$ cat config.mk
export PLATFORM = sky130hd
export DESIGN_NAME = circular_buffer_deque
export DESIGN_NICKNAME = d
export VERILOG_FILES = /design/src/rtl/cbd_pkg.sv /design/src/rtl/cbd_ram.sv /design/src/rtl/circular_buffer_deque.sv
export VERILOG_INCLUDE_DIRS = /design/src /design/src/rtl
export SDC_FILE = /design/constraint.sdc
export NUM_CORES = 1
export LEC_CHECK = 0
export BUFFER_PORTS_ARGS = -buffer_cell sky130_fd_sc_hd__clkbuf_2
export CORE_MARGIN = 3
export CORE_UTILIZATION = 55
export CTS_CLUSTER_DIAMETER = 40
export DETAILED_ROUTE_END_ITERATION = 7
export PLACE_DENSITY = 0.73
export SETUP_SLACK_MARGIN = 0.05
export SLEW_MARGIN = 20
export SYNTH_ARGS = -nofsm -noshare
export SYNTH_HDL_FRONTEND = slang
export SYNTH_SLANG_ARGS = --single-unit
$ cat constraint.sdc
create_clock -name clk -period 5.9 [get_ports clk]
set_clock_uncertainty 0.1 [all_clocks]
set_input_delay 0.885 -clock clk [delete_from_list [all_inputs] [get_ports clk]]
set_output_delay 0.885 -clock clk [all_outputs]
set_load 0.01 [all_outputs]
$ cat src/rtl/circular_buffer_deque_macros.svh
// assertion macros for the circular buffer deque
// used by the top level; expects clk and rst in the including scope
`ifndef CIRCULAR_BUFFER_DEQUE_MACROS_SVH
`define CIRCULAR_BUFFER_DEQUE_MACROS_SVH

// condition holds at every edge outside reset
`define CBD_ASSERT_ALWAYS(name, cond, msg) \
  name: assert property (@(posedge clk) disable iff (rst) (cond)) else $error(msg);

// antecedent at one edge implies consequent at the next edge
`define CBD_ASSERT_NEXT(name, ante, cons, msg) \
  name: assert property (@(posedge clk) disable iff (rst) (ante) |=> (cons)) else $error(msg);

`endif

$ cat src/rtl/cbd_pkg.sv
// shared constants, codes and types for the circular buffer deque
// no dependencies
package cbd_pkg;

  localparam int CAPACITY = 16;
  localparam int IDX_W    = (CAPACITY > 1) ? $clog2(CAPACITY) : 1;
  localparam int CNT_W    = $clog2(CAPACITY + 1);
  localparam int DATA_W   = 32;
  localparam int OCC_W    = 5;
  localparam int ACT_W    = 2;
  localparam int STAT_W   = 2;
  localparam int S_TDATA_W = ((DATA_W + 7) / 8) * 8;
  localparam int M_TDATA_W = ((DATA_W + OCC_W + 7) / 8) * 8;

  typedef enum logic [ACT_W-1:0] {
    ACT_PUSH_FRONT = 2'd0,
    ACT_PUSH_BACK  = 2'd1,
    ACT_POP_FRONT  = 2'd2,
    ACT_POP_BACK   = 2'd3
  } action_t;

  typedef enum logic [STAT_W-1:0] {
    ST_DONE  = 2'd0,
    ST_EMPTY = 2'd1,
    ST_FULL  = 2'd2
  } status_t;

  typedef struct packed {
    logic              en;
    logic [IDX_W-1:0]  addr;
    logic [DATA_W-1:0] data;
  } ram_wr_t;

  typedef struct packed {
    logic             en;
    logic [IDX_W-1:0] addr;
  } ram_rd_t;

  // ring index one step forward, wrapping at the capacity
  function automatic logic [IDX_W-1:0] idx_fwd(input logic [IDX_W-1:0] idx);
    return (idx == IDX_W'(CAPACITY - 1)) ? '0 : idx + IDX_W'(1);
  endfunction

  // ring index one step back, wrapping at slot zero
  function automatic logic [IDX_W-1:0] idx_back(input logic [IDX_W-1:0] idx);
    return (idx == '0) ? IDX_W'(CAPACITY - 1) : idx - IDX_W'(1);
  endfunction

endpackage

$ cat src/rtl/cbd_ram.sv
// ring storage: one write port, one read port with registered read data
// depends on cbd_pkg
module cbd_ram (
  input  logic                       clk,
  input  cbd_pkg::ram_wr_t           wr,
  input  cbd_pkg::ram_rd_t           rd,
  output logic [cbd_pkg::DATA_W-1:0] rd_data
);

  logic [cbd_pkg::DATA_W-1:0] mem [cbd_pkg::CAPACITY];

  always_ff @(posedge clk) begin
    if (wr.en) begin
      mem[wr.addr] <= wr.data;
    end
  end

  always_ff @(posedge clk) begin
    if (rd.en) begin
      rd_data <= mem[rd.addr];
    end
  end

endmodule

$ cat src/rtl/circular_buffer_deque.sv
// circular buffer deque top level: pointer control, output register
// depends on cbd_pkg, cbd_ram and circular_buffer_deque_macros.svh
//
//  channel  | dir | tdata                              | tuser
//  ---------+-----+------------------------------------+----------------
//  s_       | in  | [31:0] data_value                  | [1:0] action
//  m_       | out | [31:0] popped_value, [36:32] occ.  | [1:0] status
//
// a push, a rejected push and a pop on an empty queue load the output register directly
// a pop that hits an entry first does a ram read, then loads the output register
// the ring store sits in a single-port-read ram with registered read data
// rst is synchronous; it clears pointers, count and valid flags, not the ram
// a waiting result in the output register does not stall input as long as
// m_tready takes it in the same cycle
`include "circular_buffer_deque_macros.svh"

module circular_buffer_deque (
  input  logic                          clk,
  input  logic                          rst,
  input  logic                          s_tvalid,
  output logic                          s_tready,
  input  logic [cbd_pkg::S_TDATA_W-1:0] s_tdata,   // [31:0] data_value
  input  logic [cbd_pkg::ACT_W-1:0]     s_tuser,   // [1:0] action
  output logic                          m_tvalid,
  input  logic                          m_tready,
  output logic [cbd_pkg::M_TDATA_W-1:0] m_tdata,   // [31:0] popped_value, [36:32] occupancy
  output logic [cbd_pkg::STAT_W-1:0]    m_tuser    // [1:0] status
);

  // pointer and occupancy state
  logic [cbd_pkg::IDX_W-1:0] head, head_next;
  logic [cbd_pkg::IDX_W-1:0] tail, tail_next;
  logic [cbd_pkg::CNT_W-1:0] count, count_next;

  // pop waiting for ram read data
  logic pend;

  // output register
  logic signed [cbd_pkg::DATA_W-1:0] out_value;
  cbd_pkg::status_t                  out_status;
  logic [cbd_pkg::OCC_W-1:0]         out_occ;

  logic                       s_acc;
  cbd_pkg::action_t           act;
  logic                       empty, full;
  logic                       load_now;
  cbd_pkg::status_t           res_status;
  cbd_pkg::ram_wr_t           ram_wr;
  cbd_pkg::ram_rd_t           ram_rd;
  logic [cbd_pkg::DATA_W-1:0] rd_data;

  // hold off input while a pop waits on the ram or the output is blocked
  assign s_tready = !pend && (!m_tvalid || m_tready);
  assign s_acc    = s_tvalid && s_tready;
  assign act      = cbd_pkg::action_t'(s_tuser);
  assign empty    = (count == '0);
  assign full     = (count == cbd_pkg::CNT_W'(cbd_pkg::CAPACITY));

  always_comb begin
    head_next   = head;
    tail_next   = tail;
    count_next  = count;
    res_status  = cbd_pkg::ST_DONE;
    load_now    = s_acc;
    ram_wr.en   = 1'b0;
    ram_wr.addr = head;
    ram_wr.data = s_tdata[cbd_pkg::DATA_W-1:0];
    ram_rd.en   = 1'b0;
    ram_rd.addr = head;
    if (s_acc) begin
      case (act) inside
        cbd_pkg::ACT_PUSH_FRONT, cbd_pkg::ACT_PUSH_BACK: begin
          if (full) begin
            res_status = cbd_pkg::ST_FULL;
          end else begin
            ram_wr.en  = 1'b1;
            count_next = count + cbd_pkg::CNT_W'(1);
            if (empty) begin
              // first entry always lands in slot zero
              head_next   = '0;
              tail_next   = '0;
              ram_wr.addr = '0;
            end else if (act == cbd_pkg::ACT_PUSH_FRONT) begin
              head_next   = cbd_pkg::idx_back(head);
              ram_wr.addr = head_next;
            end else begin
              tail_next   = cbd_pkg::idx_fwd(tail);
              ram_wr.addr = tail_next;
            end
          end
        end
        cbd_pkg::ACT_POP_FRONT, cbd_pkg::ACT_POP_BACK: begin
          if (empty) begin
            res_status = cbd_pkg::ST_EMPTY;
          end else begin
            // result comes from the ram in the next cycle
            ram_rd.en  = 1'b1;
            load_now   = 1'b0;
            count_next = count - cbd_pkg::CNT_W'(1);
            if (act == cbd_pkg::ACT_POP_FRONT) begin
              ram_rd.addr = head;
              head_next   = cbd_pkg::idx_fwd(head);
            end else begin
              ram_rd.addr = tail;
              tail_next   = cbd_pkg::idx_back(tail);
            end
            // last entry gone: both pointers back to slot zero
            if (count == cbd_pkg::CNT_W'(1)) begin
              head_next = '0;
              tail_next = '0;
            end
          end
        end
        default: ;
      endcase
    end
  end

  cbd_ram u_ram (
    .clk     (clk),
    .wr      (ram_wr),
    .rd      (ram_rd),
    .rd_data (rd_data)
  );

  always_ff @(posedge clk) begin
    if (rst) begin
      head     <= '0;
      tail     <= '0;
      count    <= '0;
      pend     <= 1'b0;
      m_tvalid <= 1'b0;
    end else begin
      head  <= head_next;
      tail  <= tail_next;
      count <= count_next;
      pend  <= ram_rd.en;
      if (load_now) begin
        // pushes and failed pops report all ones
        m_tvalid   <= 1'b1;
        out_value  <= '1;
        out_status <= res_status;
        out_occ    <= cbd_pkg::OCC_W'(count_next);
      end else if (pend) begin
        // count already holds the post-pop occupancy
        m_tvalid   <= 1'b1;
        out_value  <= rd_data;
        out_status <= cbd_pkg::ST_DONE;
        out_occ    <= cbd_pkg::OCC_W'(count);
      end else if (m_tready) begin
        m_tvalid <= 1'b0;
      end
    end
  end

  assign m_tdata = cbd_pkg::M_TDATA_W'({out_occ, out_value});
  assign m_tuser = out_status;

  // occupancy never passes the ring size
  `CBD_ASSERT_ALWAYS(a_count_bound, count <= cbd_pkg::CNT_W'(cbd_pkg::CAPACITY), "count over capacity")
  // empty queue parks both pointers at slot zero
  `CBD_ASSERT_ALWAYS(a_empty_ptrs, !empty || (head == '0 && tail == '0), "empty queue with pointers off zero")
  // a single entry is both front and back
  `CBD_ASSERT_ALWAYS(a_single_ptrs, count != cbd_pkg::CNT_W'(1) || head == tail, "single entry with head and tail apart")
  // a pending pop always presents its result on the next edge
  `CBD_ASSERT_NEXT(a_pend_loads, pend, m_tvalid && out_status == cbd_pkg::ST_DONE, "pending pop not delivered")

endmodule
==> results.yml <==
outcome:
  run_status: "completed"
grt:
  grt_antenna_before_repair: 1
  gr-usage-met1_pct: 37.0
  largest_net_degree_at_the_start_of_global_routing: 151
  grt_overflow: 0
  grt_pass1_vias: 19356
  grtUsageMet2_pct: 44.0
  globalRouteTotalUtil_pct: 27.7
  gr-usage-met3_pct: 5.24
  grt-busiest-layer: "met2"
  grt_pass1_wl_um: 114000
setup_path:
  cp.arrival_ns: 4.47
  register_to_register_setup_slack_ns: 1.62
  timing.critical_path.required_ns: 6.08
  worst_setup_path_start_kind: "flip-flop"
  worst-r2r-cell-count: 7
  worstSetupPathType: "flip-flop to flip-flop"
  path_max_fanout: 65
  cp-end-kind: "flip-flop"
logic_synthesis:
  yosys_register_bits: 598
  synth_area_um2: 28200
  synth-edff-count: 583
  avg_inst_size_synth_um2: 13.2
  synth_cells: 2127
  yosys_warnings: 0
  synth.largest_area_cell: "edfxtp_1"
  synth.area.top_cells: "edfxtp_1 (62%), mux2i_1 (11%), a21boi_0 (2.5%)"
  synth-seq-area-share_pct: 63.2
  dominantRegCellSynth: "edfxtp_1"
  yosysUniqueCellTypes: 59
  synth_top_area_share_pct: 62.2
  ys_async_sr_fraction_pct: 0
clocking:
  ctsResizeCount: 0
  clk_root_buffer_cell: "clkbuf_16"
  cts-buffers-inserted: 88
  clk_pin_slew_ns: 0.06
  clk-insertion-delay-late_ns: 0.62
  post-cts-setup-buffers: 0
  cts_max_level: 3
  tritoncts: "done"
  post_cts_hold_buffer_count: 0
  cts.sink_count: 598
  cts-root-to-sink-buffers: 3
power_and_ir_drop:
  vdd.ir_drop.worst_mv: 0.216
  leakagePower_nw: 10.4
  pwr_density_cell_nw_per_um2: 417
  finalPower_w: 0.0134
finish:
  num-nets-final: 2191
  layout.cells.most_common: "edfxtp_1"
  syn_to_final_growth_pct: 13.9
  postLayoutCellArea_um2: 32100
  commonest_cells_after_routing_fill_and_taps_aside: "edfxtp_1 (583), mux2i_1 (320), nand2_1 (127), a21oi_1 (115), and3_1 (98)"
  post_route_cells_drive_above_1_share_pct: 14.0
  final_core_utilization_pct: 63.7
detailed_routing:
  wl_per_cell_um: 26.1
  dr.pass1.iters: 6
  via_count: 19466
  route.detailed.drc: 0
  wirelength_um: 75400
  initialDrtViolationCount: 2280
  vias_per_cell: 6.75
  drt.antenna.violating_nets: 0
sta:
  timing.setup.tns_ns: 0
  timing.final.max_slew_violations: 0
  rsz_0062_raised_after_global_routing: "false"
  layout_min_cycle_time_ns: 4.28
  clock.fmax_ghz: 0.233
  max-slew-margin-rel_pct: 20.7
  tightest_slew_ns: 1.19
  finalSetupViolCount: 0
  final.hold.worst_slack_ns: 0.391
  hold_viol: 0
  layout_worst_path_cycle_share_pct: 72.6
die:
  start_util_pct: 55.9
  dieArea_um2: 54000
  die_w_um: 232
  placementRows: 82
  die_h_um: 232
  placeableCoreArea_um2: 50400
  num_io_pins: 82
min_path:
  min_path_cells: 1
  hold_class: "flip-flop to flip-flop"
placement:
  count_of_buffers_from_port_buffering: 78
  place_congestion: 0.816
  placement.cell_area_um2: 29200
  detailedPlacementHpwl_um: 40000
flow_run:
  timing.max_cap.violations: 0
==> cells by family after synthesis <==
family,Yosys count,share of synthesized area (%)
DFF,598,63.2
AOI/OAI and AO/OA,523,13.2
and+or+nand+nor,456,8.47
muxes,320,11.4
buffers and inverters,215,3.20
adders and majority gates,8,0.355
xor gates and xnor gates,6,0.187
other,1,0.0133
==> flip-flops by register name, summed over array words and instances (netlist names) <==
signal / cells
u_ram.rd_data: 32
m_tvalid: 1
out_value: 32
tail: 4
u_ram.mem: 512
m_tuser: 2
count: 5
out_occ: 5
pend: 1
head: 4
==> cell usage after synthesis, types with 7 or more instances <==
| cell type | n |
|---|---|
| edfxtp_1 | 583 |
| mux2i_1 | 320 |
| clkbuf_1 | 150 |
| nand2_1 | 128 |
| a21oi_1 | 116 |
| and3_1 | 98 |
| a21boi_0 | 95 |
| nand3_1 | 68 |
| a31oi_1 | 66 |
| o311ai_1 | 58 |
| nand2b_1 | 38 |
| o31ai_1 | 38 |
| a211oi_1 | 36 |
| nor2_1 | 36 |
| nand4_1 | 35 |
| and2_1 | 33 |
| o2111ai_1 | 33 |
| a221oi_1 | 32 |
| buf_2 | 21 |
| buf_1 | 16 |
| dfxtp_1 | 15 |
| buf_4 | 12 |
| inv_1 | 12 |
| o21ai_0 | 9 |
| ha_1 | 8 |
| a311oi_1 | 7 |
==> critical path: stages, from the launching register on <==
cell and delay (ns):
dfxtp_4 0.71, buf_4 0.83, and3_1 0.30, o21a_1 0.14
o211a_1 0.18, nand2_1 0.23, nor2_4 0.99, buf_4 0.40
==> stage by stage <==
stage / setup slack [ns] / cells
after global placement: 1.73 / 2726
final: 1.62 / 2885
after floorplan: 1.67 / 2129
after CTS: 1.74 / 2883
after detailed placement: 1.70 / 2726
after global routing: 1.53 / 2885
==> metal layers <==
layer,vias up,wire [um]
li1,8450,-
met1,9687,30000
met2,1114,35500
met3,215,7000
met4,0,2950
met5,-,0
==> area by class of cell <==
type | count | area, um2
flip-flops and latches | 598 | 17800
repair buffers | 128 | 813
diodes | 1 | 2.50
inverters | 13 | 53.8
well taps | 672 | 841
clock buffers | 95 | 2230
clock inverters | 62 | 641
fillers | 3560 | 18300
multi-input cells | 1316 | 9680
==> report_power, final <==
part / leakage (nW) / total (W) / switching [W] / internal, W
Clock: 1.40 / 0.00510 / 0.00197 / 0.00312
Combinational: 3.63 / 0.00305 / 0.00198 / 0.00107
Sequential: 5.38 / 0.00523 / 0.000236 / 0.00500
==> final timing paths <==
kind,start,to
worst max register to register,tail[1],u_ram.mem[14][13]
worst min-delay path,u_ram.rd_data[3],out_value[3]
worst min register to register,u_ram.rd_data[3],out_value[3]
worst max-delay path,tail[1],u_ram.mem[14][13]
Note: power is estimated with default switching activity, not from simulation.
